===== src/hw/rtl/vad_pkg.sv =====
// Shared widths, fixed-point constants and the arctangent table of the angle pipeline.
package vad_pkg;

  localparam int COORD_BITS      = 16;
  localparam int ANGLE_FRAC_BITS = 7;
  localparam int CORDIC_STEPS    = 16;

  localparam int ANGLE_W   = 16;
  localparam int QBITS     = 24;
  // Vector components are shifted up so the largest difference lies just below bit 58.
  localparam int SCALE_SH  = 58 - COORD_BITS;
  localparam int D_W       = COORD_BITS + 2;
  localparam int XY_W      = 62;
  localparam int Z_W       = 33;
  localparam int T_W       = 36;
  localparam int TU_W      = 33;
  localparam int RND_SH    = QBITS - ANGLE_FRAC_BITS;
  localparam int A_W       = TU_W - RND_SH + 1;
  localparam int TABLE_LEN = 14;

  localparam logic [T_W-1:0] FULL_Q = T_W'(360) << QBITS;
  localparam logic [T_W-1:0] HALF_Q = T_W'(180) << QBITS;
  localparam logic [TU_W:0]  RND_Q  = (TU_W+1)'(1) << (RND_SH - 1);
  localparam logic [A_W-1:0] ANGLE_LIM = A_W'(360) << ANGLE_FRAC_BITS;

  // Degree constants: whole part plus twelve decimal digits, rounded to Q24.
  localparam logic [79:0] DSC  = 80'd16777216;
  localparam logic [79:0] DHLF = 80'd500000000000;
  localparam logic [79:0] DONE = 80'd1000000000000;

  localparam logic [79:0] RAD2DEG_Q = (80'd57 << QBITS) + (80'd295779513082 * DSC + DHLF) / DONE;

  localparam logic [79:0] ATAN_TAB [TABLE_LEN] = '{
    (80'd45 << QBITS) + (80'd0 * DSC + DHLF) / DONE,
    (80'd26 << QBITS) + (80'd565051177078 * DSC + DHLF) / DONE,
    (80'd14 << QBITS) + (80'd36243467926 * DSC + DHLF) / DONE,
    (80'd7 << QBITS) + (80'd125016348902 * DSC + DHLF) / DONE,
    (80'd3 << QBITS) + (80'd576334374997 * DSC + DHLF) / DONE,
    (80'd1 << QBITS) + (80'd789910608246 * DSC + DHLF) / DONE,
    (80'd0 << QBITS) + (80'd895173710211 * DSC + DHLF) / DONE,
    (80'd0 << QBITS) + (80'd447614170861 * DSC + DHLF) / DONE,
    (80'd0 << QBITS) + (80'd223810500369 * DSC + DHLF) / DONE,
    (80'd0 << QBITS) + (80'd111905677066 * DSC + DHLF) / DONE,
    (80'd0 << QBITS) + (80'd55952891894 * DSC + DHLF) / DONE,
    (80'd0 << QBITS) + (80'd27976452617 * DSC + DHLF) / DONE,
    (80'd0 << QBITS) + (80'd13988227142 * DSC + DHLF) / DONE,
    (80'd0 << QBITS) + (80'd6994113675 * DSC + DHLF) / DONE
  };

  // Control that travels with each pipeline slot.
  typedef struct packed {
    logic valid;
    logic zero;
    logic flip;
  } vad_ctl_t;

  // atan(2^-idx) in Q24 degrees; small angles use the radian approximation.
  function automatic logic [Z_W-1:0] atan_q(input int unsigned idx);
    logic [79:0] v;
    v = 80'd0;
    if (idx < TABLE_LEN) begin
      v = ATAN_TAB[idx];
    end else begin
      v = (RAD2DEG_Q + (80'd1 << (idx - 1))) >> idx;
    end
    return v[Z_W-1:0];
  endfunction

endpackage


===== src/hw/rtl/vad_prep.sv =====
// Input stage: point differences, half-plane fold and fixed scaling of the vector.
module vad_prep (
  input  logic                              clk_i,
  input  logic                              rst_ni,
  input  logic                              in_valid_i,
  output logic                              in_stall_o,
  input  logic [vad_pkg::COORD_BITS-1:0]    start_x_i,
  input  logic [vad_pkg::COORD_BITS-1:0]    start_y_i,
  input  logic [vad_pkg::COORD_BITS-1:0]    end_x_i,
  input  logic [vad_pkg::COORD_BITS-1:0]    end_y_i,
  input  logic                              adv_i,
  output vad_pkg::vad_ctl_t                 ctl_o,
  output logic signed [vad_pkg::XY_W-1:0]   x_o,
  output logic signed [vad_pkg::XY_W-1:0]   y_o
);

  logic signed [vad_pkg::D_W-1:0]  dx, dy, vx, vy;
  logic                            adv;
  vad_pkg::vad_ctl_t               ctl_q, ctl_d;
  logic signed [vad_pkg::XY_W-1:0] x_q, x_d, y_q, y_d;

  assign adv        = !ctl_q.valid || adv_i;
  assign in_stall_o = !adv;

  always_comb begin
    dx = vad_pkg::D_W'(signed'(end_x_i)) - vad_pkg::D_W'(signed'(start_x_i));
    dy = vad_pkg::D_W'(signed'(end_y_i)) - vad_pkg::D_W'(signed'(start_y_i));
    // Image y points down: flip it, then rotate the left half-plane by 180.
    if (dx[vad_pkg::D_W-1]) begin
      vx = -dx;
      vy = dy;
    end else begin
      vx = dx;
      vy = -dy;
    end
    ctl_d.valid = in_valid_i;
    ctl_d.zero  = (dx == '0) && (dy == '0);
    ctl_d.flip  = dx[vad_pkg::D_W-1];
    x_d = vad_pkg::XY_W'(vx) <<< vad_pkg::SCALE_SH;
    y_d = vad_pkg::XY_W'(vy) <<< vad_pkg::SCALE_SH;
  end

  always_ff @(posedge clk_i or negedge rst_ni) begin
    if (!rst_ni) begin
      ctl_q <= '0;
    end else if (adv) begin
      ctl_q <= ctl_d;
    end
  end

  always_ff @(posedge clk_i) begin
    if (adv) begin
      x_q <= x_d;
      y_q <= y_d;
    end
  end

  assign ctl_o = ctl_q;
  assign x_o   = x_q;
  assign y_o   = y_q;

endmodule


===== config.mk =====
export PLATFORM = sky130hd
export DESIGN_NAME = vad_prep
export DESIGN_NICKNAME = d
export VERILOG_FILES = /design/src/hw/rtl/vad_pkg.sv /design/src/hw/rtl/vad_prep.sv
export SDC_FILE = /design/constraint.sdc
export NUM_CORES = 1
export LEC_CHECK = 0
export BUFFER_PORTS_ARGS = -buffer_cell sky130_fd_sc_hd__buf_2
export CAP_MARGIN = 10
export CORE_MARGIN = 2
export CORE_UTILIZATION = 40
export CTS_CLUSTER_SIZE = 12
export DETAILED_ROUTE_END_ITERATION = 16
export PLACE_DENSITY = 0.68
export SLEW_MARGIN = 20
export SYNTH_ARGS = -nofsm -noshare
export SYNTH_HDL_FRONTEND = slang
export SYNTH_SLANG_ARGS = --single-unit

===== constraint.sdc =====
create_clock -name clk_i -period 4.7 [get_ports clk_i]
set_clock_uncertainty 0.2 [all_clocks]
set_input_delay 0.47 -clock clk_i [delete_from_list [all_inputs] [get_ports clk_i]]
set_output_delay 0.47 -clock clk_i [all_outputs]
set_load 0.02 [all_outputs]

* Yosys cells after proc, flatten, opt, wreduce, memory -nomap -nowiden
Index checks and enable logic that the tools add are counted.
** Cells by class
- Add/sub/neg operators :: 4
- Muxes and demuxes :: 2
- Reductions and logical operators :: 6
** Operator list (count)
- zero test 18 bit :: 2
- 2-to-1 mux 18 bit :: 2
- negator 17 -> 18 bit :: 2
- subtractor 16 x 16 -> 17 bit :: 2
- zero test 1 bit :: 2
- logical AND 1 bit :: 1
- logical OR 1 bit :: 1
** Storage, ports and cells
- Register bits :: 39
- Input port bits :: 68
- Output and inout bits :: 128
- Word-level logic and storage cells :: 17

* Longest topological paths before layout
Gate-level depths: netlist of the first run.
- Depth in word-level cells :: 3
- Gate-level depth with buffers :: 14
- Gate-level depth less buffers :: 14

* Least setup slack after synthesis of the first run
OpenSTA, ideal clock, no wires.
- Path kind :: in2reg
- Start :: input port end_y_i[0] (netlist name)
- End :: register, netlist name y_o[59]
- Library setup time :: 0.267 ns
- Data arrival time :: 2.999 ns
- Data required time :: 4.233 ns
- Slack :: 1.234 ns
- Cell stages on the path :: 11
- Buffers on the path :: 0
- Cells stage by stage :: inv_1 > ha_1 > fa_1 > nand2b_1 > a21o_1 > and3_1 > o21ai_0 > xor2_1 > or4_1 > a2111oi_0 > o21ai_0
** Between the ends
- Word-level cells in the longest chain between the ends :: 3
** Ends and longest elaborated chain
- start, declared :: line vad_prep.sv:10 : input logic [vad_pkg::COORD_BITS-1:0] end_y_i,
- subtractor 16 x 16 -> 17 bit * :: line vad_prep.sv:27 : dy = vad_pkg::D_W'(signed'(end_y_i)) - vad_pkg::D_W'(signed'(start_y_i));
- negator 17 -> 18 bit :: line vad_prep.sv:34 : vy = -dy;
- 2-to-1 mux 18 bit * :: line vad_prep.sv:29 : if (dx[vad_pkg::D_W-1]) begin
- named net vy (one bit) :: line vad_prep.sv:17 : logic signed [vad_pkg::D_W-1:0] dx, dy, vx, vy;
The timed path passes the listed nets; every way through them passes the cells marked *.
A chain may end at the register's enable or synchronous reset.

* Worst setup path in the final report of the first run
- Start :: input port start_y_i[0] (netlist name)
- End :: register, netlist name y_o[59]
** Between the ends
- Word-level cells in the longest chain between the ends :: 3
** Ends and longest elaborated chain
- start, declared :: line vad_prep.sv:8 : input logic [vad_pkg::COORD_BITS-1:0] start_y_i,
- subtractor 16 x 16 -> 17 bit * :: line vad_prep.sv:27
- negator 17 -> 18 bit :: line vad_prep.sv:34
- 2-to-1 mux 18 bit * :: line vad_prep.sv:29
- named net vy (one bit) :: line vad_prep.sv:17
Marks and branches as above.

==> results of run 1 <==
per-stage QoR:
stage	power [uW]	worst slack, ps	util	hold slack, ps
4_1_cts	1700	971	0.463	188
2_1_floorplan	1160	1230	-	-25.6
3_5_place_dp	1300	692	0.446	68.3
5_1_grt	1800	728	0.463	188
6_report	1690	967	0.463	190
3_3_place_gp	1290	730	0.446	67.0
synthesized netlist by cell type (4+ instances only):
master | count | area (um^2)
nand2_1 | 28 | 105
and2_1 | 4 | 25.0
nand3_1 | 12 | 60.1
buf_4 | 88 | 661
or4_1 | 4 | 30.0
a21oi_1 | 26 | 130
and3_1 | 5 | 31.3
nor2_1 | 46 | 173
xnor2_1 | 27 | 236
inv_1 | 44 | 165
nor2b_1 | 6 | 37.5
a211o_1 | 6 | 52.6
ha_1 | 36 | 450
edfxtp_1 | 36 | 1080
clkbuf_1 | 12 | 45.0
o21ai_0 | 29 | 145
nor3_1 | 6 | 30.0
a211oi_1 | 4 | 30.0
a31oi_1 | 6 | 37.5
nand4_1 | 8 | 50.1
xor2_1 | 19 | 166
a21o_1 | 9 | 67.6
nand2b_1 | 8 | 50.1
cell type report:
class / instances / area, um^2 / share of cell area
clock buffers: 6 / 139 / 0.0274
clock inverters: 2 / 35.0 / 0.00692
inverters: 44 / 165 / 0.0326
multi-input cells: 436 / 2820 / 0.557
flip-flops and latches: 39 / 1160 / 0.228
well taps: 140 / 175 / 0.0346
repair buffers: 113 / 573 / 0.113
logic make-up after synthesis:
| family | Yosys count | synth area share |
|---|---|---|
| other | 1 | 0.000826 |
| DFF | 39 | 0.255 |
| AOI/OAI and AO/OA | 118 | 0.180 |
| xor gates and xnor gates | 47 | 0.0923 |
| adders and majority gates | 38 | 0.108 |
| and+or+nand+nor | 146 | 0.165 |
| muxes | 2 | 0.00441 |
| buffers and inverters | 147 | 0.195 |
worst max path at each step:
stage	cells past startpoint	slack, ps	from	to
final	11	970	start_y_i[0]	y_o[59]
after global routing	12	730	end_y_i[0]	y_o[59]
after CTS	11	970	start_y_i[0]	y_o[59]
after detailed placement	11	690	start_y_i[0]	y_o[59]
after global placement	11	730	start_y_i[0]	y_o[59]
after floorplan	11	1230	end_y_i[0]	y_o[59]
layer usage:
metal / global-route usage / part of all wire / vias up
met3: 0.0296 / 0.087 / 9
met5: 0 / 0 / -
met1: 0.195 / 0.46 / 1752
met4: 0.0317 / 0.011 / 0
li1: - / - / 1926
met2: 0.229 / 0.44 / 186
sequential cells by signal (all words and copies together) (netlist names):
signal  count
ctl_o       3
x_o        18
y_o        18
power groups by stage:
stage / registers (uW) / logic [uW] / clock network, uW
floorplan: 641 / 518 / 0
global placement: 534 / 756 / 0
detailed placement: 535 / 769 / 0
CTS: 529 / 773 / 395
global route: 534 / 847 / 414
finish: 527 / 774 / 387
==> results.yml, run 1 <==
worst_setup_path:
  path_delay_family: "compound AO/OA/AOI/OAI gates"
  worstSetupStartpointType: "primary input"
  critPathRequiredTime_ps: 4500
  path_class: "primary input to flip-flop"
  worstRegToRegCells: 3
  r2r_start: "ctl_o[2]"
  r2r_slack_ps: 2990
  cpMostUsedCell: "o21ai_0"
  slowest_stage: "or4_1"
  reg2reg_to: "ctl_o[1]"
  critPathBufInv: 1
  path_max_fanout: 5
  critPathCaptureType: "flip-flop"
  max_stage_delay_ps: 620
  worst_ep_arrival_time_ps: 3540
  path_cells: "buf_2 > ha_1 > fa_1 > nand2b_1 > a21o_1 > and3_1 > o21ai_0 > xor2_1 > or4_1 > a2111oi_0 > o21ai_0"
sta:
  maxSlewViolCount: 0
  worstMarginPinSlew_ps: 988
  fin_tns_setup_ps: 0
  period_needed_ps: 3730
  finalHoldViolCount: 0
  finalCritPeriodShare: 0.794
  fmax_mhz: 268
  slew_headroom: 0.342
  rsz0062_at_grt: "no"
  setup_violations: 0
clock_network:
  cts_buffers: 5
  clk_latency_ps: 270
  cts_tree: "built"
  ctsHoldBuffers: 1
  cts_resized: 0
  clkSinkCount: 39
  post-cts-setup-buffers: 0
  htreeDepth: 2
  cts_max_path_buffers: 2
  clkTransAtPathRegs_ps: 50
  ctsRootBufferMaster: "clkbuf_16"
global_routing:
  first_global_vias: 3272
  antenna_found_initial: 0
  track_usage: 0.142
  grt_max_degree: 43
  grt_remaining_overflow: 0
  grt_pass1_wl_um: 14900
placement:
  dp_cells: 771
  placed_area_mm2: 0.00488
  hpwlAfterDp_um: 7680
  gp_routability_congestion: 0.910
  portBuffers: 111
die:
  row_count: 38
  coreArea_mm2: 0.0109
  die_h_um: 111
  dieArea_mm2: 0.0122
  die_width_um: 111
  start_util: 0.415
  ios: 196
min_path:
  hp-start: "in_valid_i"
  min_to: "ctl_o[2]"
  worst_hold_path.num_cells: 2
  min_path_type: "primary input to flip-flop"
cells_and_area:
  final_nets: 745
  finalNonFillerCells: 780
  fin_area_mm2: 0.00506
  syn2layout_area_growth_pct: 11.4
  final_common_cell: "buf_2"
  n_antenna_cell: 0
  final_cell_mix: "111 x buf_2, 85 x conb_1, 46 x nor2_1"
  layout-drive-gt1-share: 0.208
  fillers: 1116
power_and_ir_drop:
  seqPwrFrac: 0.312
  leakage_uw: 0.00245
  p_per_area_mw_per_mm2: 334
  p_comb_frac: 0.458
  power_frac_clock: 0.229
  switchingPower_uw: 654
  p_sw_frac: 0.387
  p_int_uw: 1030
  ir_drop_mv: 0.212
drt:
  initialDrtViolationCount: 217
  wl_per_cell_um: 12.1
  ant_nets: 0
  dr_total_vias: 3873
  viasPerCell: 4.97
  dr.pass1.iters: 5
  drc: 0
  wl_um: 9410
synthesis:
  synth-seq-cells: 39
  syn_avg_cell_area_um2: 8.44
  ys.warnings.count: 0
  synth-edff-count: 36
  synth.distinct_cells: 68
  synthCells: 538
  ys.flop_type: "edfxtp_1"
  async_reset_ff_frac: 0.0769
  yosysSeqAreaShare: 0.255
  syn-cell-area_mm2: 0.00454
outcome:
  status: "finished clean"
run:
  drv_cap: 0
Note: power is estimated with default switching activity, not from simulation.
==> run 2: changes to the inputs <==
PLACE_DENSITY = 0.71   (was 0.68)
clock period = 3.32 ns   (was 4.7 ns; I/O delays follow)
==> results.yml, run 2 (synthesis gave the netlist of run 1 again) <==
sta:
  fmax_mhz: 314
  rsz0062_at_grt: "yes"
  finalHoldViolCount: 0
  maxSlewViolCount: 0
  period_needed_ps: 3190
  finalCritPeriodShare: 0.960
  slew_headroom: 0.357
  setup_violations: 0
  worstMarginPinSlew_ps: 965
global_routing:
  first_global_vias: 3987
  grt_pass1_wl_um: 17600
  track_usage: 0.167
  grt_remaining_overflow: 0
  antenna_found_initial: 0
  grt_max_degree: 43
drt:
  wl_um: 10800
  dr.pass1.iters: 4
  initialDrtViolationCount: 166
  wl_per_cell_um: 12.6
  viasPerCell: 4.93
  dr_total_vias: 4223
  drc: 0
  ant_nets: 0
worst_setup_path:
  critPathRequiredTime_ps: 3160
  critPathCaptureType: "flip-flop"
  path_max_fanout: 3
  slowest_stage: "or3_4"
  path_class: "primary input to flip-flop"
  r2r_slack_ps: 1630
  max_stage_delay_ps: 420
  worst_ep_arrival_time_ps: 3020
  cpMostUsedCell: "ha_1"
  worstSetupStartpointType: "primary input"
  path_cells: "buf_2 > inv_1 > ha_1 > a21o_1 > a211o_1 > o211ai_2 > or3b_1 > xor2_1 > or3_4 > nor4_4 > ha_1 > and2_1"
clock_network:
  clkTransAtPathRegs_ps: 50
  clk_latency_ps: 280
  post-cts-setup-buffers: 0
  cts_max_path_buffers: 2
  cts_buffers: 5
  cts_tree: "built"
  clkSinkCount: 39
  ctsRootBufferMaster: "clkbuf_16"
  htreeDepth: 2
cells_and_area:
  final_nets: 822
  syn2layout_area_growth_pct: 25.5
  layout-drive-gt1-share: 0.312
  seq_area_mm2: 0.00116
  final_cell_mix: "111 x buf_2, 85 x conb_1, 78 x buf_4"
  fillers: 1040
  final_common_cell: "buf_2"
  finish.utilization: 0.521
  multi_input_area_mm2: 0.00290
  n_antenna_cell: 0
power_and_ir_drop:
  ir_drop_mv: 0.300
  p_per_area_mw_per_mm2: 443
  total_power_uw: 2530
  leakage_uw: 0.00283
die:
  row_count: 38
  ios: 196
  die_h_um: 111
  coreArea_mm2: 0.0109
  dieArea_mm2: 0.0122
  start_util: 0.415
  die_width_um: 111
placement:
  gp_routability_congestion: 0.852
  hpwlAfterDp_um: 8930
  portBuffers: 111
run:
  drv_cap: 0
min_path:
  min_path_type: "primary input to flip-flop"
outcome:
  status: "finished clean"
-- run 2: final cells by class --
cell class / count / share of cell area
clock buffers: 7 / 0.0250
clock inverters: 1 / 0.000878
inverters: 44 / 0.0290
multi-input cells: 436 / 0.510
flip-flops and latches: 39 / 0.203
well taps: 140 / 0.0307
repair buffers: 190 / 0.202
-- run 2: what timing repair did --
action	CTS	global route
gates resized for setup	1	16
hold buffers	1	0
hold endpoints to repair	3	0
endpoints found under the setup margin	1	7
pin swaps	0	5
-- run 2: routing by layer --
| layer | global-route usage | part of all wire | up-vias |
|---|---|---|---|
| met2 | 0.301 | 0.50 | 159 |
| met1 | 0.211 | 0.43 | 1968 |
| li1 | - | - | 2082 |
| met5 | 0 | 0 | - |
| met3 | 0.0209 | 0.057 | 14 |
| met4 | 0.0425 | 0.012 | 0 |
-- run 2: path summary, 6_finish.rpt --
path                              start        to  depth (start not counted)
setup / recovery           start_x_i[4]   x_o[58]                         12
min in group asynchronous        rst_ni  ctl_o[0]                          2
hold reg to reg                ctl_o[0]  ctl_o[0]                          2
setup reg to reg               ctl_o[2]  ctl_o[1]                          3
max in group asynchronous        rst_ni  ctl_o[2]                          2
hold / removal               in_valid_i  ctl_o[2]                          2
-- run 2: stage by stage --
| stage | cells | setup TNS [ps] | hold WS (ps) | setup WS [ps] | area, um^2 |
|---|---|---|---|---|---|
| after global routing | 857 | -28.6 | 60.1 | -22.0 | 5700 |
| after CTS | 857 | 0 | 53.2 | 26.3 | 5620 |
| after detailed placement | 848 | -1340 | -65.8 | -310 | 5450 |
| final | 857 | 0 | 49.5 | 133 | 5700 |
| after global placement | 848 | -433 | -72.6 | -122 | 5450 |
| after floorplan | 622 | 0 | -164 | 9.57 | 4860 |
-- run 2: where the power goes --
part	internal [uW]	switching (uW)	leakage [uW]
Combinational	527	779	0.00236
Clock	297	175	0.0000739
Sequential	706	41.0	0.000398
-- run 2: critical path: cells and delay by family --
| kind | cells | cell delay, ps |
|---|---|---|
| AO/OA/AOI/OAI | 3 | 650 |
| XOR/XNOR | 1 | 160 |
| adder cells (fa/ha/maj) | 2 | 570 |
| buffers and inverters | 2 | 110 |
| AND/OR/NAND/NOR | 4 | 1180 |
