$ cat src/hw/rtl/vad_pkg.sv
// Shared widths, fixed-point constants and the arctangent table of the angle pipeline.
package vad_pkg;

  localparam int COORD_BITS      = 16;
  localparam int ANGLE_FRAC_BITS = 7;
  localparam int CORDIC_STEPS    = 16;

  localparam int ANGLE_W   = 16;
  localparam int QBITS     = 24;
  // Vector components are shifted up so the largest difference lies just below bit 58.
  localparam int SCALE_SH  = 58 - COORD_BITS;
  localparam int D_W       = COORD_BITS + 2;
  localparam int XY_W      = 62;
  localparam int Z_W       = 33;
  localparam int T_W       = 36;
  localparam int TU_W      = 33;
  localparam int RND_SH    = QBITS - ANGLE_FRAC_BITS;
  localparam int A_W       = TU_W - RND_SH + 1;
  localparam int TABLE_LEN = 14;

  localparam logic [T_W-1:0] FULL_Q = T_W'(360) << QBITS;
  localparam logic [T_W-1:0] HALF_Q = T_W'(180) << QBITS;
  localparam logic [TU_W:0]  RND_Q  = (TU_W+1)'(1) << (RND_SH - 1);
  localparam logic [A_W-1:0] ANGLE_LIM = A_W'(360) << ANGLE_FRAC_BITS;

  // Degree constants: whole part plus twelve decimal digits, rounded to Q24.
  localparam logic [79:0] DSC  = 80'd16777216;
  localparam logic [79:0] DHLF = 80'd500000000000;
  localparam logic [79:0] DONE = 80'd1000000000000;

  localparam logic [79:0] RAD2DEG_Q = (80'd57 << QBITS) + (80'd295779513082 * DSC + DHLF) / DONE;

  localparam logic [79:0] ATAN_TAB [TABLE_LEN] = '{
    (80'd45 << QBITS) + (80'd0 * DSC + DHLF) / DONE,
    (80'd26 << QBITS) + (80'd565051177078 * DSC + DHLF) / DONE,
    (80'd14 << QBITS) + (80'd36243467926 * DSC + DHLF) / DONE,
    (80'd7 << QBITS) + (80'd125016348902 * DSC + DHLF) / DONE,
    (80'd3 << QBITS) + (80'd576334374997 * DSC + DHLF) / DONE,
    (80'd1 << QBITS) + (80'd789910608246 * DSC + DHLF) / DONE,
    (80'd0 << QBITS) + (80'd895173710211 * DSC + DHLF) / DONE,
    (80'd0 << QBITS) + (80'd447614170861 * DSC + DHLF) / DONE,
    (80'd0 << QBITS) + (80'd223810500369 * DSC + DHLF) / DONE,
    (80'd0 << QBITS) + (80'd111905677066 * DSC + DHLF) / DONE,
    (80'd0 << QBITS) + (80'd55952891894 * DSC + DHLF) / DONE,
    (80'd0 << QBITS) + (80'd27976452617 * DSC + DHLF) / DONE,
    (80'd0 << QBITS) + (80'd13988227142 * DSC + DHLF) / DONE,
    (80'd0 << QBITS) + (80'd6994113675 * DSC + DHLF) / DONE
  };

  // Control that travels with each pipeline slot.
  typedef struct packed {
    logic valid;
    logic zero;
    logic flip;
  } vad_ctl_t;

  // atan(2^-idx) in Q24 degrees; small angles use the radian approximation.
  function automatic logic [Z_W-1:0] atan_q(input int unsigned idx);
    logic [79:0] v;
    v = 80'd0;
    if (idx < TABLE_LEN) begin
      v = ATAN_TAB[idx];
    end else begin
      v = (RAD2DEG_Q + (80'd1 << (idx - 1))) >> idx;
    end
    return v[Z_W-1:0];
  endfunction

endpackage

$ cat src/hw/rtl/vad_post.sv
// Output stages: add the half-turn base for folded vectors, wrap to one turn, round and hold the result.
module vad_post (
  input  logic                                clk_i,
  input  logic                                rst_ni,
  input  vad_pkg::vad_ctl_t                   ctl_i,
  input  logic signed [vad_pkg::Z_W-1:0]      z_i,
  output logic                                adv_o,
  output logic                                out_valid_o,
  input  logic                                out_stall_i,
  output logic [vad_pkg::ANGLE_W-1:0]         angle_o,
  output logic                                zero_vector_o
);

  vad_pkg::vad_ctl_t             c1_q, c2_q;
  logic                          adv1, adv2;
  logic signed [vad_pkg::T_W-1:0] t_raw, t_w;
  logic [vad_pkg::TU_W-1:0]      t_q;
  logic [vad_pkg::TU_W:0]        t_rnd;
  logic [vad_pkg::A_W-1:0]       a_raw, a_w;
  logic [vad_pkg::ANGLE_W-1:0]   angle_q, angle_d;

  assign adv2  = !c2_q.valid || !out_stall_i;
  assign adv1  = !c1_q.valid || adv2;
  assign adv_o = adv1;

  always_comb begin
    t_raw = vad_pkg::T_W'(z_i) + (ctl_i.flip ? signed'(vad_pkg::HALF_Q) : '0);
    if (t_raw[vad_pkg::T_W-1]) begin
      t_w = t_raw + signed'(vad_pkg::FULL_Q);
    end else if (t_raw >= signed'(vad_pkg::FULL_Q)) begin
      t_w = t_raw - signed'(vad_pkg::FULL_Q);
    end else begin
      t_w = t_raw;
    end
  end

  always_comb begin
    t_rnd = {1'b0, t_q} + vad_pkg::RND_Q;
    a_raw = t_rnd[vad_pkg::TU_W:vad_pkg::RND_SH];
    // Rounding up to a full turn wraps to zero.
    a_w   = (a_raw >= vad_pkg::ANGLE_LIM) ? a_raw - vad_pkg::ANGLE_LIM : a_raw;
    angle_d = c1_q.zero ? '0 : vad_pkg::ANGLE_W'(a_w);
  end

  always_ff @(posedge clk_i or negedge rst_ni) begin
    if (!rst_ni) begin
      c1_q <= '0;
      c2_q <= '0;
    end else begin
      if (adv1) begin
        c1_q <= ctl_i;
      end
      if (adv2) begin
        c2_q <= c1_q;
      end
    end
  end

  always_ff @(posedge clk_i) begin
    if (adv1) begin
      t_q <= t_w[vad_pkg::TU_W-1:0];
    end
    if (adv2) begin
      angle_q <= angle_d;
    end
  end

  assign out_valid_o   = c2_q.valid;
  assign angle_o       = angle_q;
  assign zero_vector_o = c2_q.zero;

endmodule
$ cat config.mk
export PLATFORM = sky130hd
export DESIGN_NAME = vad_post
export DESIGN_NICKNAME = d
export VERILOG_FILES = /design/src/hw/rtl/vad_pkg.sv /design/src/hw/rtl/vad_post.sv
export SDC_FILE = /design/constraint.sdc
export NUM_CORES = 1
export LEC_CHECK = 0
export BUFFER_PORTS_ARGS = -buffer_cell sky130_fd_sc_hd__buf_2
export CAP_MARGIN = 20
export CORE_MARGIN = 1
export CORE_UTILIZATION = 51
export CTS_CLUSTER_SIZE = 10
export DETAILED_ROUTE_END_ITERATION = 16
export GPL_ROUTABILITY_DRIVEN = 0
export GPL_TIMING_DRIVEN = 0
export PLACE_DENSITY = 0.83
export SETUP_SLACK_MARGIN = 0.05
export SKIP_LAST_GASP = 1
export SLEW_MARGIN = 15
export SYNTH_ARGS = -nofsm -noshare
export SYNTH_HDL_FRONTEND = slang
export SYNTH_SLANG_ARGS = --single-unit
$ cat constraint.sdc
create_clock -name clk_i -period 3.6 [get_ports clk_i]
set_clock_uncertainty 0.15 [all_clocks]
set_input_delay 0.54 -clock clk_i [delete_from_list [all_inputs] [get_ports clk_i]]
set_output_delay 0.54 -clock clk_i [all_outputs]
set_load 0.03 [all_outputs]
# Yosys cells after proc, flatten, opt, wreduce, memory -nomap -nowiden
# Cells that the tools add are included.
# classes
reduce_logical,5
muxes,4
n_lt_le_gt_ge,2
addsub,5
# op_table
operator,n
$mux 33,2
$add 33x17->34 const B,1
$add 33x33->34,1
$ge 34x34->1 const B,1
$add 33x33->33 const B,1
$sub 33x33->33 const B,1
$mux 32,1
$ge 17x16->1 const B,1
$mux 16,1
$sub 16x16->16 const B,1
$logic_not 1->1,3
$logic_or 1x1->1,2
# word_totals
regBits,53
inputBits,39
out_inout_bits,19
elab_cells,22

# Logic depth before layout (Yosys ltp)
# Gate-level depths: netlist of run 1.
# depth
word_depth,5
depth_mapped,11
mapped_depth_nobuf,10

# Worst setup path before layout of run 1
# No wires, ideal clock.
# synth_path
kind,register to register
startpoint,reg t_q[24] (netlist bit)
endpoint,"reg angle_q (netlist bit angle_o[14]), data pin"
stages_incl_launch_ff,11
setup_time_ps,262
path_buffers,1
path_slack_ps,462
required_ps,3188
arrival_time_ps,2726
cell_sequence,edfxtp_1 > buf_2 > nand3_1 > nor4_1 > xor2_1 > ha_1 > nand2b_1 > a2111oi_4 > a32oi_2 > a221oi_2 > mux2_1
# synth_between
elab_chain_cells,3
word_cells_on_any_way,4
classes_between,add/sub: 2; order compare: 1; mux: 1
# synth_lines
item,line_no,rtl
start: declaration,vad_post.sv:17,logic [vad_pkg::TU_W-1:0] t_q;
start signal: assignment,vad_post.sv:61,t_q <= t_w[vad_pkg::TU_W-1:0];
$add 33x17->34 (*),vad_post.sv:38,"t_rnd = {1'b0, t_q} + vad_pkg::RND_Q;"
$sub 16x16->16 or $ge 17x16->1 (tied branches),vad_post.sv:41,a_w = (a_raw >= vad_pkg::ANGLE_LIM) ? a_raw - vad_pkg::ANGLE_LIM : a_raw;
$mux 16 (*),vad_post.sv:41,
end signal: assignment,vad_post.sv:64,angle_q <= angle_d;
end: declaration,vad_post.sv:20,"logic [vad_pkg::ANGLE_W-1:0] angle_q, angle_d;"
# Mark *: on every way between the ends. The rest lies on a longest branch, timed or not.
# A chain may end at the register's enable or synchronous reset.

# Worst setup path in the final report of run 1
# layout_path
startpoint,reg t_q[24] (netlist bit)
endpoint,"reg angle_q (netlist bit angle_o[12]), data pin"
# Same word-level chain as after synthesis.

==> results of run 1 <==
-- flip-flops by register name, summed over array words and instances, names as in the netlist --
signal         flops
zero_vector_o      1
c1_q               2
angle_o           16
out_valid_o        1
t_q               17
-- worst max path at each step --
stage,end,slack [ns],cells past startpoint,from
finish,angle_o[12],0.23,10,t_q[24]
CTS,angle_o[12],0.15,10,t_q[21]
detailed placement,angle_o[12],0.07,10,t_q[21]
global placement,angle_o[14],0.12,10,t_q[21]
global route,angle_o[14],0.07,10,t_q[24]
floorplan,angle_o[14],0.46,10,t_q[24]
-- worst max-delay path: stages (launching register included) --
cell       delay, ns
edfxtp_1        0.33
buf_2           0.19
nand3_1         0.27
nor4_4          0.39
xor2_2          0.24
ha_1            0.19
nand2b_1        0.09
a2111oi_4       0.35
a32oi_2         0.22
a211oi_1        0.34
mux2_1          0.36
-- per-layer routing --
layer	up-vias	GRT usage (%)
met1	836	23.1
met5	-	0
met2	60	32.4
met4	0	7.56
li1	945	-
met3	6	4.18
-- kinds of logic (layout without fill, tap and decap cells) --
group                      Yosys count  after routing  share of synthesized area, %
AOI/OAI and AO/OA                   49             49                          15.8
xor gates and xnor gates            23             23                          8.46
buffers and inverters               13             63                          2.84
muxes                                6              6                          2.73
and+or+nand+nor                     86             86                          19.1
DFF                                 37             37                          45.8
adders and majority gates           10             10                          5.25
-- repair_timing --
action / in CTS / in global routing
pin swaps: 0 / 0
hold buffers: 1 / 0
setup endpoints to repair: 1 / 2
gates resized for setup: 1 / 5
hold endpoints to repair: 4 / 0
-- cell usage in the layout (no fill, tap or decap), drive strengths merged, types with 2 or more instances in the layout --
cell,instances
buf,47
edfxtp,33
nor2,19
nand2,13
xnor2,12
nor3,12
nand3,12
xor2,11
ha,10
a21oi,8
o21ai,7
clkbuf,7
inv,6
nor2b,6
nand2b,5
a21o,4
a31oi,4
or3,4
a211oi,4
dfrtp,4
a211o,4
mux2,4
nand4,3
a21boi,2
and3,2
mux2i,2
o211ai,2
nor3b,2
o22ai,2
nor4,2
and2,2
and4,2
-- cell type report --
class                           count  share of cell area (%)
Inverter                            6                   0.803
Tap cell                           52                    2.32
Multi-Input combinational cell    174                    44.9
Buffer                              7                    1.61
Timing Repair Buffer               42                    7.68
Sequential cell                    37                    38.9
Clock inverter                      2                    1.20
Clock buffer                        6                    2.59
-- power by group through the flow --
| stage | logic (uW) | registers (uW) | clock network [uW] |
|---|---|---|---|
| after floorplan | 246 | 651 | 0 |
| after global placement | 384 | 595 | 0 |
| after detailed placement | 392 | 597 | 0 |
| after CTS | 396 | 588 | 346 |
| after global routing | 444 | 597 | 367 |
| final | 402 | 590 | 338 |
-- stage by stage --
| step | std cells | total power (uW) |
|---|---|---|
| after floorplan | 224 | 897 |
| after global placement | 317 | 979 |
| after detailed placement | 317 | 989 |
| after CTS | 326 | 1330 |
| after global routing | 326 | 1410 |
| final | 326 | 1330 |
==> reports/summary.txt, run 1 <==
Outcome: complete, no violations
Crit path DAT: 3.25 ns
CP Max Fanout: 8
CTS tree: done
Synth unique cells: 55
Met2 routed WL: 2150 um
Worst-case reg-to-reg path depth: 10
Antenna violations before repair: 0
Hold Path Depth: 1
GRT Util Overall: 19.0%
Power Density: 474 mW/mm^2
CP Data Required Time: 3.48 ns
Leakage power: 0.00109 uW
DIE AREA: 0.00495 sq mm
CTS Root Cell: clkbuf_8
Main synth FF type: edfxtp_1
Vias in the first global route: 1,747
Via/cell ratio: 5.67
Seq/Total Area, Yosys: 45.8%
Slew HR: 40.0%
Synth cell count leaders: edfxtp_1 (33), nor2_1 (19), nand2_1 (13)
Final #Nets: 322
ANT cells: 0
Sequential cell fraction of total power: 44.4%
Initial core utilization: 54.0%
Flops & latches, synth: 37
Count leader, synth: edfxtp_1
Hold violation count in the final report: 0
HP Class: in2reg
Total wire length: 4270 um
Sw frac: 32.1%
R2r endpoint: angle_o[12]
Max VDD drop: 0.196 mV
Final instance area: 0.00280 sq mm
Final Setup Violations: 0
Clk Latency, worst-skew pair: 0.28 ns
Tmin final: 3.37 ns
Comb pwr share: 30.2%
Worst-Margin Slew: 0.893 ns
Max Slew Vio Count: 0
Post-Place Setup Slack: 0.0742 ns
Remaining antenna violation count: 0
Fmax: 297 MHz
Placed instance area: 0.00265 sq mm
WS Path Type: reg2reg
Highest routed layer: met4
Pin count of the biggest net entering global routing: 21
Die Height: 70.3 um
1st-iter DRT viols: 85
H-Tree Depth: 2
Register Area: 0.00109 sq mm
RSZ-0062 raised after global routing: no
Detailed placer's ending HPWL: 3130 um
DR vias: 1,847
Clock power share: 25.4%
M1 WL: 1850 um
Max Root-Sink Buffers: 2
Ports: 58
GRT overflow: 0
Floorplan core area: 0.00441 sq mm
First-pass GRT wire length: 7470 um
Capturing element type of the critical path: register
Startpoint Class: register
Flop-to-flop setup slack: 0.23 ns
Die X: 70.3 um
HP Start: z_i[22]
Largest cells by area after synthesis: edfxtp_1 (42%), ha_1 (5.3%), xnor2_1 (4.4%)
Area share of the largest cell type after synthesis: 41.6%
Syn Inst Count: 224
Syn_nets: 273
Area Overhead vs Synth: 17.7%
Initial DRT Pass Iterations: 4
Layout cells sized above 1: 24.8%
Yosys top cell by area: edfxtp_1
Setup bufs post-CTS: 0
Internal: 903 uW
Multi-input logic area: 0.00126 sq mm
YS warnings: 0
Worst r2r src: t_q[24]
Routed WL per cell: 13.1 um
Fill cell count: 347
Total CTS buffers: 5
Post-layout util: 63.5%
Final period util: 93.6%
Max-Cap Viols: 0
IO buf count: 41
Hold endpoint: t_q[22]
Psw: 427 uW
Post-synth ARST share: 10.8%
Final worst slack: 0.231 ns
Residual DRC: 0
Syn avg cell area: 10.6 sq um
Setup TNS: 0 ns
Met3 wire len: 201 um
Clk pin slew, worst setup/hold paths: 0.07 ns
Mapped Area: 0.00238 sq mm
Number of synthesized flops with an enable pin: 33
WHS: 0.277 ns
Row count: 24
Sink Count: 37
(Power assumes the default switching activity.)
==> run 2: changes to the inputs <==
--- a/config.mk
+++ b/config.mk
@@ -5,15 +5,15 @@
 export SDC_FILE = /design/constraint.sdc
 export NUM_CORES = 1
 export LEC_CHECK = 0
-export BUFFER_PORTS_ARGS = -buffer_cell sky130_fd_sc_hd__buf_2
 export CAP_MARGIN = 20
 export CORE_MARGIN = 1
 export CORE_UTILIZATION = 51
 export CTS_CLUSTER_SIZE = 10
 export DETAILED_ROUTE_END_ITERATION = 16
+export DONT_BUFFER_PORTS = 1
 export GPL_ROUTABILITY_DRIVEN = 0
 export GPL_TIMING_DRIVEN = 0
-export PLACE_DENSITY = 0.83
+export PLACE_DENSITY = 0.72
 export SETUP_SLACK_MARGIN = 0.05
 export SKIP_LAST_GASP = 1
 export SLEW_MARGIN = 15
==> reports/summary.txt, run 2 (synthesis results as in run 1) <==
Max-Cap Viols: 0 (unchanged)
Floorplan core area: 0.00441 sq mm (unchanged)
Tmin final: 3.31 ns (-0.0586 ns)
CP Data Required Time: 3.49 ns (about the same)
Total CTS buffers: 5 (unchanged)
Commonest non-fill, non-tap cell in the layout: edfxtp_1
Max Slew Vio Count: 0 (unchanged)
Setup TNS: 0 ns (unchanged)
Antenna violations before repair: 0 (unchanged)
H-Tree Depth: 2 (unchanged)
Worst-Margin Slew: 0.905 ns (+0.0120 ns)
Final instance area: 0.00259 sq mm (-7.6%)
Most frequent cells in the layout: edfxtp_1 (33), nor2_1 (19), nand2_1 (13), xnor2_1 (12), nor3_1 (11)
Startpoint Class: register
Hold violation count in the final report: 0 (unchanged)
Capturing element type of the critical path: register
Total wire length: 4020 um (-5.9%)
Pin count of the biggest net entering global routing: 21 (unchanged)
Sink Count: 37 (unchanged)
CTS tree: done
Fmax: 302 MHz (+1.8%)
Leakage power: 0.000923 uW (-16%)
Final period util: 92.0% (-1.6 points)
Clk Latency, worst-skew pair: 0.29 ns (about the same)
HP Class: in2reg
Remaining antenna violation count: 0 (unchanged)
DIE AREA: 0.00495 sq mm (unchanged)
GRT Util Overall: 17.6% (-1.3 points)
Crit path DAT: 3.20 ns (-0.05 ns)
Max VDD drop: 0.166 mV (-16%)
Routed WL per cell: 14.1 um (+7.6%)
Die X: 70.3 um (unchanged)
Clk pin slew, worst setup/hold paths: 0.07 ns (about the same)
CTS Root Cell: clkbuf_8
Ports: 58 (unchanged)
Via/cell ratio: 5.92 (+4.5%)
Max Root-Sink Buffers: 2 (unchanged)
Placed instance area: 0.00245 sq mm (-7.7%)
First-pass GRT wire length: 6840 um (-8.3%)
Biggest register: t_q
Setup bufs post-CTS: 0 (unchanged)
Power Density: 476 mW/mm^2 (+0.44%)
Row count: 24 (unchanged)
WS Path Type: reg2reg
Max FFs per register: 17 (unchanged)
Initial DRT Pass Iterations: 4 (unchanged)
RSZ-0062 raised after global routing: no
Die Height: 70.3 um (unchanged)
Layout cells sized above 1: 13.3% (-12 points)
Initial core utilization: 54.0% (unchanged)
Detailed placer's ending HPWL: 3050 um (-2.5%)
IO buf count: 0 (-100%)
Hold Path Depth: 0 (-1)
Final #Nets: 281 (-13%)
Residual DRC: 0 (unchanged)
Worst-case reg-to-reg path depth: 9 (-1)
Area Overhead vs Synth: 8.77%
ANT cells: 0 (unchanged)
Vias in the first global route: 1,570 (-10%)
Outcome: complete, no violations
GRT overflow: 0 (unchanged)
DR vias: 1,687 (-8.7%)
CP Max Fanout: 9 (+1)
Final Setup Violations: 0 (unchanged)
1st-iter DRT viols: 69 (-19%)
Slew HR: 39.2% (-0.81 points)
-- run 2: cell count changes in the layout (fill, tap and decap cells not counted), sizes merged --
cell,change
bufinv,-1
clkbuf,-1
clkinv,+1
clkinvlp,+1
buf,-41
-- run 2: critical path: stages (launching register included) --
cell and delay [ns]:
edfxtp_1 0.49, nand3_2 0.25, nor4_4 0.35, xor2_2 0.25, ha_1 0.20, nand2b_1 0.10
a2111oi_4 0.37, a32oi_2 0.22, a221oi_2 0.32, mux2_1 0.35
-- run 2: where the power goes --
| part | switching [uW] | internal (uW) |
|---|---|---|
| Combinational | 177 | 127 |
| Clock | 141 | 133 |
| Sequential | 108 | 548 |
| Total | 426 | 809 |
-- run 2: timing repair --
| item | CTS | global route |
|---|---|---|
| resized for setup | 1 | 6 |
| pin swaps | 0 | 1 |
| endpoints found under the setup margin | 2 | 2 |
| hold buffers | 1 | 0 |
| endpoints found under the hold margin | 4 | 0 |
-- run 2: per-stage QoR --
step / power, uW / std cells / hold WS, ns / setup slack [ns] / util (%)
6_report: 1230 / 285 / 0.196 / 0.290 / 58.7
5_1_grt: 1300 / 285 / 0.180 / 0.0661 / 58.7
4_1_cts: 1230 / 285 / 0.189 / 0.143 / 57.8
3_5_place_dp: 956 / 276 / 0.0945 / 0.0328 / 55.4
3_3_place_gp: 950 / 276 / 0.0945 / 0.0824 / 55.4
2_1_floorplan: 897 / 224 / 0.0944 / 0.462 / -
-- run 2: metal layers --
layer | global-route usage, % | vias to the layer above | wire length, um
met5 | 0 | - | 0
met4 | 9.56 | 0 | 83
met3 | 4.18 | 8 | 182
met2 | 30.1 | 40 | 2010
met1 | 20.3 | 779 | 1740
li1 | - | 860 | -
-- run 2: layout make-up --
class,count,area [sq um]
inverter,6,22.5
clock inverter,3,17.5
timing repair buffer,1,10.0
tap,52,65.1
sequential,37,1090
multi-input combinational,174,1270
buffer,7,45.0
clock buffer,5,68.8
fill,373,1820
-- run 2: final timing paths --
path	startpoint	slack, ns	end
max	t_q[23]	0.29	angle_o[14]
min	z_i[22]	0.20	t_q[22]
max reg2reg	t_q[23]	0.29	angle_o[14]
min reg2reg	c1_q[2]	0.35	out_valid_o
max in group asynchronous	rst_ni	2.76	c1_q[2]
min in group asynchronous	rst_ni	0.37	zero_vector_o
==> run 3: changes to the inputs <==
--- a/config.mk
+++ b/config.mk
@@ -13,7 +13,7 @@
 export DONT_BUFFER_PORTS = 1
 export GPL_ROUTABILITY_DRIVEN = 0
 export GPL_TIMING_DRIVEN = 0
-export PLACE_DENSITY = 0.72
+export PLACE_DENSITY = 0.75
 export SETUP_SLACK_MARGIN = 0.05
 export SKIP_LAST_GASP = 1
 export SLEW_MARGIN = 15
==> constraint.sdc (replaced) <==
create_clock -name clk_i -period 2.9 [get_ports clk_i]
set_clock_uncertainty 0.15 [all_clocks]
set_input_delay 0.435 -clock clk_i [delete_from_list [all_inputs] [get_ports clk_i]]
set_output_delay 0.435 -clock clk_i [all_outputs]
set_load 0.03 [all_outputs]
==> reports/summary.txt, run 3 (synthesis results as in run 1) <==
Outcome: finished, violations left
Failing checks: setup timing
HP Class: in2reg
Worst-case reg-to-reg path depth: 10 (+1)
Startpoint Class: register
Sink Count: 37 (unchanged)
Max FFs per register: 17 (unchanged)
Ports: 58 (unchanged)
Fmax: 343 MHz (+14%)
Most frequent cells in the layout: edfxtp_1 (33), buf_4 (27), nor2_1 (18), nand2_1 (12), xnor2_1 (12)
1st-iter DRT viols: 103 (+49%)
Capture point of the worst path: angle_o[14]
Crit path cell chain: ha_4 -> and4_4 -> nand3_4 -> xor2_4 -> ha_2 -> nand2b_4 -> a2111oi_4 -> a32oi_4 -> a221oi_2 -> mux2_4
Final worst slack: -0.0136 ns (-0.303 ns)
DIE AREA: 0.00495 sq mm (unchanged)
Die Height: 70.3 um (unchanged)
Initial core utilization: 54.0% (unchanged)
Worst r2r src: t_q[16]
Routed WL per cell: 15.6 um (+10%)
Hold violation count in the final report: 0 (unchanged)
GRT overflow: 0 (unchanged)
Leakage power: 0.00109 uW (+18%)
ANT cells: 0 (unchanged)
Slew HR: 28.6% (-11 points)
CTS tree: done
Capturing element type of the critical path: register
Fill cell count: 321 (-14%)
CTS Root Cell: clkbuf_8
GRT Util Overall: 20.0% (+2.4 points)
DR vias: 1,869 (+11%)
Total wire length: 4870 um (+21%)
Max Root-Sink Buffers: 2 (unchanged)
Tmin final: 2.91 ns (-0.397 ns)
Clk Latency, worst-skew pair: 0.30 ns (about the same)
Worst setup path start: t_q[16]
Power Density: 592 mW/mm^2 (+24%)
Clk pin slew, worst setup/hold paths: 0.08 ns (about the same)
Via/cell ratio: 5.97 (+0.88%)
Floorplan core area: 0.00441 sq mm (unchanged)
Total CTS buffers: 5 (unchanged)
Final #Nets: 309 (+10%)
Crit path DAT: 2.82 ns (-0.38 ns)
Max stage delay on crit path: 0.43 ns (-0.06 ns)
R2r endpoint: angle_o[14]
Worst-Margin Slew: 1.06 ns (+0.157 ns)
H-Tree Depth: 2 (unchanged)
Area Overhead vs Synth: 23.9%
IO buf count: 0 (unchanged)
Max Slew Vio Count: 0 (unchanged)
Commonest non-fill, non-tap cell in the layout: edfxtp_1
Final period util: 100% (+8.5 points)
WS Path Type: reg2reg
CP max stage cell: edfxtp_1
Pin count of the biggest net entering global routing: 19 (-9.5%)
Layout cells sized above 1: 25.3% (+12 points)
First-pass GRT wire length: 7980 um (+17%)
RSZ-0062 raised after global routing: yes
Vias in the first global route: 1,792 (+14%)
CP Data Required Time: 2.80 ns (-0.69 ns)
WHS: 0.0795 ns (-0.116 ns)
Flop-to-flop setup slack: -0.01 ns (-0.30 ns)
Total Power: 1750 uW (+42%)
Max-Cap Viols: 0 (unchanged)
Initial DRT Pass Iterations: 4 (unchanged)
Row count: 24 (unchanged)
Max VDD drop: 0.270 mV (+63%)
Antenna violations before repair: 0 (unchanged)
Remaining antenna violation count: 0 (unchanged)
Detailed placer's ending HPWL: 3070 um (+0.55%)
Die X: 70.3 um (unchanged)
Final Setup Violations: 1 (+1)
Residual DRC: 0 (unchanged)
Biggest register: t_q
CP Max Fanout: 6 (-3)
-- run 3: changes by cell type in the layout (fill, tap and decap cells not counted), moves of 2 or more --
| cell | change |
|---|---|
| buf_4 | +27 |
| nand3_4 | +4 |
| buf_2 | -3 |
| buf_6 | +3 |
| nand3_2 | -3 |
| clkinv_2 | -2 |
| mux2_1 | -2 |
| mux2_4 | +2 |
-- run 3: worst min path at each step --
stage / start / to / cells after the start
2_1_floorplan: rst_ni / c1_q[1] / 0
3_3_place_gp: rst_ni / c1_q[1] / 0
3_5_place_dp: rst_ni / c1_q[1] / 0
4_1_cts: z_i[17] / t_q[17] / 0
5_1_grt: z_i[23] / t_q[23] / 0
6_report: z_i[23] / t_q[23] / 0
-- run 3: critical path, delay by kind of cell, from the launching register on --
kind	cells	cell delay [ns]
mux	1	0.32
flops	1	0.43
compound gates	3	0.77
simple gates	3	0.45
xor+xnor	1	0.17
fa+ha+maj	2	0.37
-- run 3: power breakdown --
part	internal, uW	total [uW]	leakage, uW	switching, uW
clock	253	439	0.0000518	186
combinational	230	491	0.000650	261
sequential	680	818	0.000387	138
-- run 3: per-stage QoR --
stage               utilization (%)  setup TNS [ns]  std cells  area, sq um  setup slack (ns)
floorplan                         -               0        224         2460            0.0285
global placement               57.3          -0.529        276         2530            -0.288
detailed placement             57.6          -0.497        277         2540            -0.268
CTS                            65.0          -0.108        305         2870           -0.0782
global route                   66.9          -0.166        313         2950            -0.113
finish                         66.9         -0.0136        313         2950           -0.0136
-- run 3: area by class of cell --
cell class                      count  area, sq um  share of cell area [%]
Multi-Input combinational cell    174         1370                    46.5
Sequential cell                    37         1090                    37.0
Timing Repair Buffer               30          239                    8.10
Clock buffer                        5         68.8                    2.33
Tap cell                           52         65.1                    2.20
Buffer                              6         52.6                    1.78
Clock inverter                      3         41.3                    1.40
Inverter                            6         22.5                   0.763
-- run 3: repair_timing --
action	in CTS	in global routing
setup buffers	20	8
pin swaps	8	6
endpoints found under the setup margin	4	4
hold buffers	1	0
hold endpoints to repair	4	0
resized for setup	13	4
-- run 3: layer usage --
layer  GRT usage [%]  routed length (um)  share of wire, %
met1            24.3                2090                43
met4            8.67                  82               1.7
met2            34.8                2560                53
met3            3.17                 142               2.9
met5               0                   0                 0
